<file path="src/mrls_pkg.sv">
// Shared types, constants and helpers for the maximal repeat LCP stack.
// No dependencies; used by mrls_front, mrls_back and maximal_repeat_lcp_stack.
package mrls_pkg;

  // stack geometry
  localparam int StackDepth = 64;
  localparam int CntW       = 7;   // holds 0 .. StackDepth
  localparam int IdxW       = 6;   // addresses 0 .. StackDepth-1

  // field widths
  localparam int CharW = 7;
  localparam int LenW  = 16;
  localparam int PosW  = 32;
  localparam int HalfW = 64;
  localparam int SetW  = 2 * HalfW;

  // stream packing
  localparam int InDataW  = 56;
  localparam int OutDataW = 48;

  // threshold after reset and in place of a zero write
  localparam logic [LenW-1:0] MinLenRepeat1 = 16'd1;

  // item as it travels through the queue
  typedef struct packed {
    logic             flush;
    logic             len_ok;
    logic [CharW-1:0] chr;
    logic [LenW-1:0]  len;
    logic [PosW-1:0]  pos;
  } item_t;

  // one open interval
  typedef struct packed {
    logic [SetW-1:0] chars;
    logic [LenW-1:0] len;
    logic [PosW-1:0] pos;
  } entry_t;

  // status from the back end
  typedef struct packed {
    logic [CntW-1:0] count;
    logic            overflow;
  } status_t;

  typedef enum logic [1:0] {
    BackIdle,
    BackEval,
    BackLoad
  } back_state_e;

  // one-hot set bit for a character
  function automatic logic [SetW-1:0] char_onehot(input logic [CharW-1:0] c);
    logic [SetW-1:0] v;
    v = {{(SetW-1){1'b0}}, 1'b1} << c;
    return v;
  endfunction

  // true when the set holds at least two characters
  function automatic logic two_distinct(input logic [SetW-1:0] s);
    logic [HalfW-1:0] lo;
    logic [HalfW-1:0] hi;
    lo = s[HalfW-1:0];
    hi = s[SetW-1:HalfW];
    return ((lo & (lo - HalfW'(1))) != '0) || ((hi & (hi - HalfW'(1))) != '0) ||
           ((lo != '0) && (hi != '0));
  endfunction

endpackage

</file>
<file path="src/mrls_front.sv">
// Front end: takes input beats, classifies them and holds them in a two-entry queue.
// Depends on mrls_pkg.
module mrls_front (
  input  logic                            clk_i,
  input  logic                            rst_ni,
  input  logic [mrls_pkg::LenW-1:0]       min_len_i,
  input  logic                            in_valid_i,
  output logic                            in_ready_o,
  input  logic                            in_flush_i,
  input  logic [mrls_pkg::CharW-1:0]      in_char_i,
  input  logic [mrls_pkg::LenW-1:0]       in_len_i,
  input  logic [mrls_pkg::PosW-1:0]       in_pos_i,
  output logic                            q_valid_o,
  input  logic                            q_ready_i,
  output mrls_pkg::item_t                 q_item_o
);

  mrls_pkg::item_t slot_q [2];
  mrls_pkg::item_t new_item;
  logic            wr_ptr_q, rd_ptr_q;
  logic [1:0]      fill_q;
  logic            push, pop;
  logic [mrls_pkg::LenW-1:0] min_eff;

  // a zero threshold acts as one
  assign min_eff = (min_len_i == '0) ? mrls_pkg::MinLenRepeat1 : min_len_i;

  // classify the beat
  always_comb begin
    new_item.flush  = in_flush_i;
    new_item.len_ok = in_len_i >= min_eff;
    new_item.chr    = in_char_i;
    new_item.len    = in_len_i;
    new_item.pos    = in_pos_i;
  end

  assign in_ready_o = fill_q != 2'd2;
  assign q_valid_o  = fill_q != 2'd0;
  assign q_item_o   = slot_q[rd_ptr_q];
  assign push       = in_valid_i && in_ready_o;
  assign pop        = q_valid_o && q_ready_i;

  // queue pointers and fill level
  always_ff @(posedge clk_i or negedge rst_ni) begin
    if (!rst_ni) begin
      wr_ptr_q <= 1'b0;
      rd_ptr_q <= 1'b0;
      fill_q   <= 2'd0;
    end else begin
      if (push) wr_ptr_q <= ~wr_ptr_q;
      if (pop)  rd_ptr_q <= ~rd_ptr_q;
      case ({push, pop})
        2'b10:   fill_q <= fill_q + 2'd1;
        2'b01:   fill_q <= fill_q - 2'd1;
        default: fill_q <= fill_q;
      endcase
    end
  end

  // queue storage
  always_ff @(posedge clk_i) begin
    if (push) slot_q[wr_ptr_q] <= new_item;
  end

endmodule

</file>
<file path="config.mk">
export PLATFORM = sky130hd
export DESIGN_NAME = mrls_front
export DESIGN_NICKNAME = d
export VERILOG_FILES = /design/src/mrls_pkg.sv /design/src/mrls_front.sv
export SDC_FILE = /design/constraint.sdc
export NUM_CORES = 1
export LEC_CHECK = 0
export BUFFER_PORTS_ARGS = -buffer_cell sky130_fd_sc_hd__buf_2
export CAP_MARGIN = 10
export CORE_UTILIZATION = 30
export CTS_CLUSTER_SIZE = 40
export DETAILED_ROUTE_END_ITERATION = 8
export PLACE_DENSITY_LB_ADDON = 0.25
export SYNTH_ARGS = -nofsm -noshare
export SYNTH_HDL_FRONTEND = slang
export SYNTH_SLANG_ARGS = --single-unit
</file>
<file path="constraint.sdc">
create_clock -name clk_i -period 4.6 [get_ports clk_i]
set_clock_uncertainty 0.15 [all_clocks]
set_input_delay 0.46 -clock clk_i [delete_from_list [all_inputs] [get_ports clk_i]]
set_output_delay 0.46 -clock clk_i [all_outputs]
set_load 0.03 [all_outputs]
</file>
==> results of run 1 <==
## routing by layer
metal	vias up	global-route usage	wire (um)
li1	1284	-	-
met5	-	0	0
met3	11	0.0599	889
met1	1285	0.141	4130
met4	0	0.0540	132
met2	119	0.175	4020
## repair_timing
action	in CTS	in global routing
hold buffers	1	0
buffers inserted	0	0
setup endpoints to repair	0	0
hold endpoints to repair	4	0
## through the flow
stage / util / hold WS (ns) / cells
after CTS: 0.406 / 0.0687 / 630
after global placement: 0.371 / 0.124 / 597
final: 0.406 / 0.0861 / 630
after global routing: 0.406 / 0.0638 / 630
after detailed placement: 0.371 / 0.128 / 597
after floorplan: - / 0.0144 / 255
## cells in the final DEF (no fill, tap or decap), drive strengths merged, types with 4 or more instances in the layout
master / count
buf: 137
edfxtp: 114
mux2: 57
clkbuf: 21
ha: 17
inv: 16
clkinv: 9
a21oi: 7
nand2: 5
nor4: 4
dfrtp: 4
## area by class of cell
class / count / area (sq um) / share of cell area
clock buffers: 21 / 440 / 0.0703
clock inverters: 11 / 85.1 / 0.0136
inverters: 16 / 60.1 / 0.00959
multi-input cells: 115 / 1180 / 0.189
flip-flops and latches: 118 / 3520 / 0.563
well taps: 211 / 264 / 0.0422
repair buffers: 138 / 703 / 0.112
## registers in the layout, indices dropped and copies added (netlist names)
name,flops
rd_ptr_q,1
fill_q,2
wr_ptr_q,1
slot_q,114
## worst max path at each step
stage / end / slack, ns / cells past startpoint
3_5_place_dp: slot_q[0][55]$_DFFE_PP_ / 2.03 / 8
6_report: q_item_o[47] / 1.72 / 3
3_3_place_gp: q_item_o[11] / 2.09 / 3
2_1_floorplan: slot_q[0][0]$_DFFE_PP_ / 0.69 / 3
5_1_grt: q_item_o[47] / 1.57 / 3
4_1_cts: q_item_o[47] / 1.65 / 3
## logic make-up (layout without fill, tap and decap cells)
group                      Yosys count  count (layout)
AOI/OAI and AO/OA                   14              14
xor gates and xnor gates             5               5
adders and majority gates           17              17
buffers and inverters               22             186
DFF                                118             118
muxes                               57              57
and+or+nand+nor                     22              22
## where the power goes
group          leakage (nW)  internal, mW  total, mW  switching [mW]
clock network         0.262         0.730       1.15           0.424
logic                  1.17         0.525       1.45           0.923
registers              1.10          1.48       1.57          0.0880
total                  2.53          2.73       4.17            1.43
==> key figures, run 1 <==
Yosys
  – Commonest cells in the netlist: edfxtp_1 (114), mux2_2 (37), mux2_4 (20)
  – Number of flops mapped to enable cells by yosys: 114
  – Syn Inst Count: 255
  – Area contributors post-synth: edfxtp_1 (71%), mux2_2 (8.7%), mux2_4 (6.2%)
  – Multiplexer share of the synthesized area: 0.149
  – Synth Area in XOR/XNOR: 0.00911
  – Compound-gate portion of the synthesized area: 0.0180
  – Register area share after synthesis: 0.733
  – Proportion of netlist area held by the largest area contributor: 0.712
  – Syn Area/Cell: 18.9 sq um
  – Synth Area in Simple Gates: 0.0239
  – Synth Register Bits: 118
  – Most used DFF post-synth: edfxtp_1
  – Post-Syn Area: 4810 sq um
  – Synth unique cells: 28
  – Largest family of logic cells by synthesized area: multiplexers
  – Area leader, netlist: edfxtp_1
  – Syn nets: 348
  – Asr flop ratio synth: 0.0339
  – Adder-cell share of the synthesized area: 0.0442
  – Top-count cell post-synth: edfxtp_1
  – Yosys warning total: 0

Setup path
  – Crit Reg-Reg Endpoint: slot_q[0][8]$_DFFE_PP_
  – CP Capture Type: output pin
  – Top cell family by delay on the critical path: buffers and inverters
  – CP bufs+invs: 2
  – Type of origin of the critical path: register
  – Crit path from: rd_ptr_q$_DFFE_PN0P_
  – Crit path max-delay cell type: buf_4
  – FF-to-FF path depth: 4
  – Critical path peak fanout: 41
  – Max stage delay on crit path: 0.63 ns
  – CP Class: register to output pin
  – Reg-to-Reg Start: fill_q[0]$_DFFE_PN0P_
  – Worst endpoint required time: 3.99 ns
  – Slack of the worst reg-to-reg path: 2.11 ns
  – Critical-path cell list: buf_4, mux2_2, buf_2
  – Worst path arrival time: 2.27 ns

Final layout
  – Layout area overhead: 30.2%
  – Share of post-route cells with drive strength above 1: 0.535
  – Post-route design area: 6260 sq um
  – Final nets: 499
  – # fillers: 1489
  – # diodes: 0

Timing
  – F_max: 0.347 GHz
  – Setup ws final: 1.72 ns
  – Final hold violation count: 0
  – Max-slew violations: 0
  – Minimum clock period: 2.88 ns
  – Setup violators final: 0
  – Sum Neg Setup Slack: 0 ns
  – RSZ-0062 raised after global routing: no
  – Worst slew pin tran: 1.05 ns
  – Fin crit share: 0.626
  – Slew HR: 0.296

CTS
  – # clock sinks: 118
  – Reg clk slew, reported paths: 0.05 ns
  – Deepest clock path buffer count: 2
  – Worst skew pair latency: 0.41 ns
  – Clock root buffer: clkbuf_16
  – CTS Buf Count: 17
  – Resize count post-CTS: 0
  – CTS HTree Levels: 4
  – TritonCTS clock tree: yes

Global route
  – Largest net degree at the start of global routing: 42
  – Vias in the first global route: 2778
  – Overall routing resource usage: 0.117
  – Initial antenna violation count: 0
  – Global-route wire length before repair: 14000 um
  – GRT overflow: 0

Route
  – Routed Antenna Nets: 0
  – Post-Route WL: 9180 um
  – Vias/cell: 4.28
  – Vias: 2699
  – DRC violations left: 0
  – Avg WL per Cell: 14.6 um
  – DR iter-0 viols: 105
  – DR pass1 iterations: 4

Floorplan
  – Core Region: 15400 sq um
  – Overall die height: 129 um
  – Initial core utilization: 0.312
  – Site Rows: 45
  – Die area: 16500 sq um
  – Width of the die: 129 um
  – I/O pin count: 135

Run
  – # Max-Cap Violations: 0

Placed design
  – Post-DP Area: 5730 sq um
  – Pre-CTS setup slack: 2.03 ns
  – RD Place Congestion: 0.762
  – I/O Buffers: 134
  – Hpwl dp: 6290 um

Power
  – Power, Total: 4.17 mW
  – Leakage: 2.53 nW
  – Pwr dens: 665 nW/um^2
  – Max IR drop VDD: 0.264 mV

Run status
  – Outcome: finished, final reports clean

Worst hold path
  – HP Class: primary input to register
  – Hold Path Stages: 1
  – Worst Hold End: slot_q[1][52]$_DFFE_PP_
  – Hold_sp: in_char_i[4]
(Power assumes the default switching activity.)
==> inputs of run 2 (changes only) <==
Clock period 4.6 ns to 2.7 ns, I/O delays scaled along.
==> run 2 against run 1 <==
Clock-buffer cell count shrank 3. Cell count grew 9.0%. Power grew 77%. Non-clock buffer count grew 59. First-iteration DRC count shrank 23%. Clock power grew 81%. Routed wire length grew 8.7%. Die area is the same. Largest cell class unchanged.
==> key figures, run 2 (synthesized netlist as in run 1, its figures left out) <==
Final layout
  – Biggest register: slot_q (unchanged)
  – Layout area overhead: 43.6% (was 30.2%)
  – Commonest non-fill, non-tap cell in the layout: buf_2 (unchanged)
  – Post-route design area: 6900 sq um (was 6260 sq um)
  – # diodes: 0 (unchanged)
  – Final nets: 558 (was 499)
  – Max reg flops: 114 (unchanged)
  – Commonest non-fill, non-tap cells in the layout: buf_2 (134), edfxtp_1 (114), dlygate4sd3_1 (57) (was buf_2 (134), edfxtp_1 (114), mux2_2 (37))
  – Largest registers: slot_q (114), fill_q (2) (unchanged)
  – # fillers: 1424 (was 1489)
  – Share of post-route cells with drive strength above 1: 0.475 (was 0.535)
  – Layout Utilization: 0.447 (was 0.406)

Timing
  – Minimum clock period: 2.36 ns
  – Worst slew pin tran: 0.537 ns (was 1.05 ns)
  – F_max: 0.424 GHz
  – Sum Neg Setup Slack: 0 ns (unchanged)
  – RSZ-0062 raised after global routing: no (unchanged)
  – Setup violators final: 0 (unchanged)
  – Max-slew violations: 0 (unchanged)
  – Slew HR: 0.641 (was 0.296)
  – Final hold violation count: 0 (unchanged)
  – Fin crit share: 0.873

Placed design
  – I/O Buffers: 134 (unchanged)
  – Hpwl dp: 6680 um (was 6290 um)
  – Post-DP Area: 5790 sq um (was 5730 sq um)
  – RD Place Congestion: 0.753 (was 0.762)

CTS
  – Clock root buffer: clkbuf_16 (unchanged)
  – Buffer count from post-CTS setup fixing: 0 (unchanged)
  – TritonCTS clock tree: yes (unchanged)
  – Reg clk slew, reported paths: 0.05 ns (about the same)
  – CTS HTree Levels: 4 (unchanged)
  – Deepest clock path buffer count: 2 (unchanged)
  – Worst skew pair latency: 0.40 ns (was 0.41 ns)
  – # clock sinks: 118 (unchanged)
  – CTS Buf Count: 17 (unchanged)

Worst hold path
  – Hold_sp: q_ready_i (was in_char_i[4])
  – HP Class: primary input to register (unchanged)
  – Hold Path Stages: 3 (was 1)
  – Worst Hold End: rd_ptr_q$_DFFE_PN0P_ (was slot_q[1][52]$_DFFE_PP_)

Power
  – Power, Total: 7.37 mW (was 4.17 mW)
  – Leakage: 2.79 nW (was 2.53 nW)
  – Max IR drop VDD: 0.587 mV (was 0.264 mV)
  – Pwr dens: 1070 nW/um^2 (was 665 nW/um^2)

Setup path
  – CP Class: register to output pin (unchanged)
  – Type of origin of the critical path: register (unchanged)
  – Worst endpoint required time: 2.28 ns (was 3.99 ns)
  – CP Capture Type: output pin (unchanged)
  – Crit Reg-Reg Endpoint: slot_q[0][47]$_DFFE_PP_ (was slot_q[0][8]$_DFFE_PP_)
  – Worst path arrival time: 1.94 ns (was 2.27 ns)
  – Critical path peak fanout: 24 (was 41)
  – FF-to-FF path depth: 4 (unchanged)
  – Reg-to-Reg Start: fill_q[0]$_DFFE_PN0P_ (unchanged)
  – Slack of the worst reg-to-reg path: 0.80 ns (was 2.11 ns)

Route
  – DRC violations left: 0 (unchanged)
  – Post-Route WL: 9980 um (was 9180 um)
  – Vias: 2892 (was 2699)
  – Vias/cell: 4.21 (was 4.28)
  – Avg WL per Cell: 14.5 um (was 14.6 um)
  – DR iter-0 viols: 81 (was 105)
  – Routed Antenna Nets: 0 (unchanged)
  – DR pass1 iterations: 4 (unchanged)

Floorplan
  – Core Region: 15400 sq um (unchanged)
  – Overall die height: 129 um (unchanged)
  – I/O pin count: 135 (unchanged)
  – Initial core utilization: 0.312 (unchanged)
  – Width of the die: 129 um (unchanged)
  – Die area: 16500 sq um (unchanged)
  – Site Rows: 45 (unchanged)

Global route
  – Largest net degree at the start of global routing: 30 (was 42)
  – Initial antenna violation count: 0 (unchanged)
  – Overall routing resource usage: 0.129 (was 0.117)
  – GRT overflow: 0 (unchanged)
  – Vias in the first global route: 3112 (was 2778)
  – Global-route wire length before repair: 15600 um (was 14000 um)

Run status
  – Outcome: finished, final reports clean (unchanged)

Run
  – # Max-Cap Violations: 0 (unchanged)
-- run 2: cell count changes in the layout (fill, tap and decap cells not counted), moves of 2 or more --
cell | before | now
dlygate4sd3_1 | 1 | 57
buf_12 | 0 | 3
clkbuf_1 | 4 | 1
clkinv_2 | 7 | 4
clkinv_1 | 1 | 3
clkinvlp_4 | 1 | 3
-- run 2: area by class of cell --
cell class | count | area [sq um] | share of cell area
sequential | 118 | 3530 | 0.511
tap | 211 | 264 | 0.0383
clock inverter | 12 | 114 | 0.0165
timing repair buffer | 197 | 1320 | 0.192
multi-input combinational | 115 | 1180 | 0.172
clock buffer | 18 | 429 | 0.0622
inverter | 16 | 60.1 | 0.00870
-- run 2: per-stage QoR --
| step | cells | setup slack, ns | hold WS (ns) |
|---|---|---|---|
| final | 687 | 0.342 | 0.0647 |
| after global routing | 687 | 0.226 | 0.0803 |
| after CTS | 687 | 0.266 | 0.0443 |
| after detailed placement | 600 | 0.594 | -0.0630 |
| after global placement | 600 | 0.592 | -0.0682 |
| after floorplan | 255 | 0.356 | -0.176 |
-- run 2: where the power goes --
group	total [mW]	switching [mW]	leakage [nW]	internal (mW)
Sequential	2.71	0.196	1.10	2.51
Clock	2.08	0.753	0.260	1.33
Combinational	2.58	1.57	1.43	1.01
Total	7.37	2.52	2.79	4.85
-- run 2: worst max-delay path, stage by stage (launching register included) --
cell and delay [ns]:
dfrtp_4 0.70, buf_4 0.29, mux2_2 0.36, buf_2 0.18
-- run 2: worst max path at each step --
stage | startpoint | end | slack, ns
floorplan | fill_q[0]$_DFFE_PN0P_ | slot_q[0][0]$_DFFE_PP_ | 0.36
global placement | min_len_i[8] | slot_q[0][55]$_DFFE_PP_ | 0.59
detailed placement | min_len_i[8] | slot_q[1][55]$_DFFE_PP_ | 0.59
CTS | rd_ptr_q$_DFFE_PN0P_ | q_item_o[10] | 0.27
global route | rd_ptr_q$_DFFE_PN0P_ | q_item_o[10] | 0.23
finish | rd_ptr_q$_DFFE_PN0P_ | q_item_o[10] | 0.34
-- run 2: what timing repair did --
action                                 in CTS  in global routing
hold buffers                               57                  0
gates resized for setup                     0                  0
endpoints found under the hold margin     116                  0
-- run 2: layer usage --
metal  global-route usage  wire length [um]
met1                0.151              4540
met2                0.210              4560
met3               0.0516               746
met4               0.0540               136
met5                    0                 0
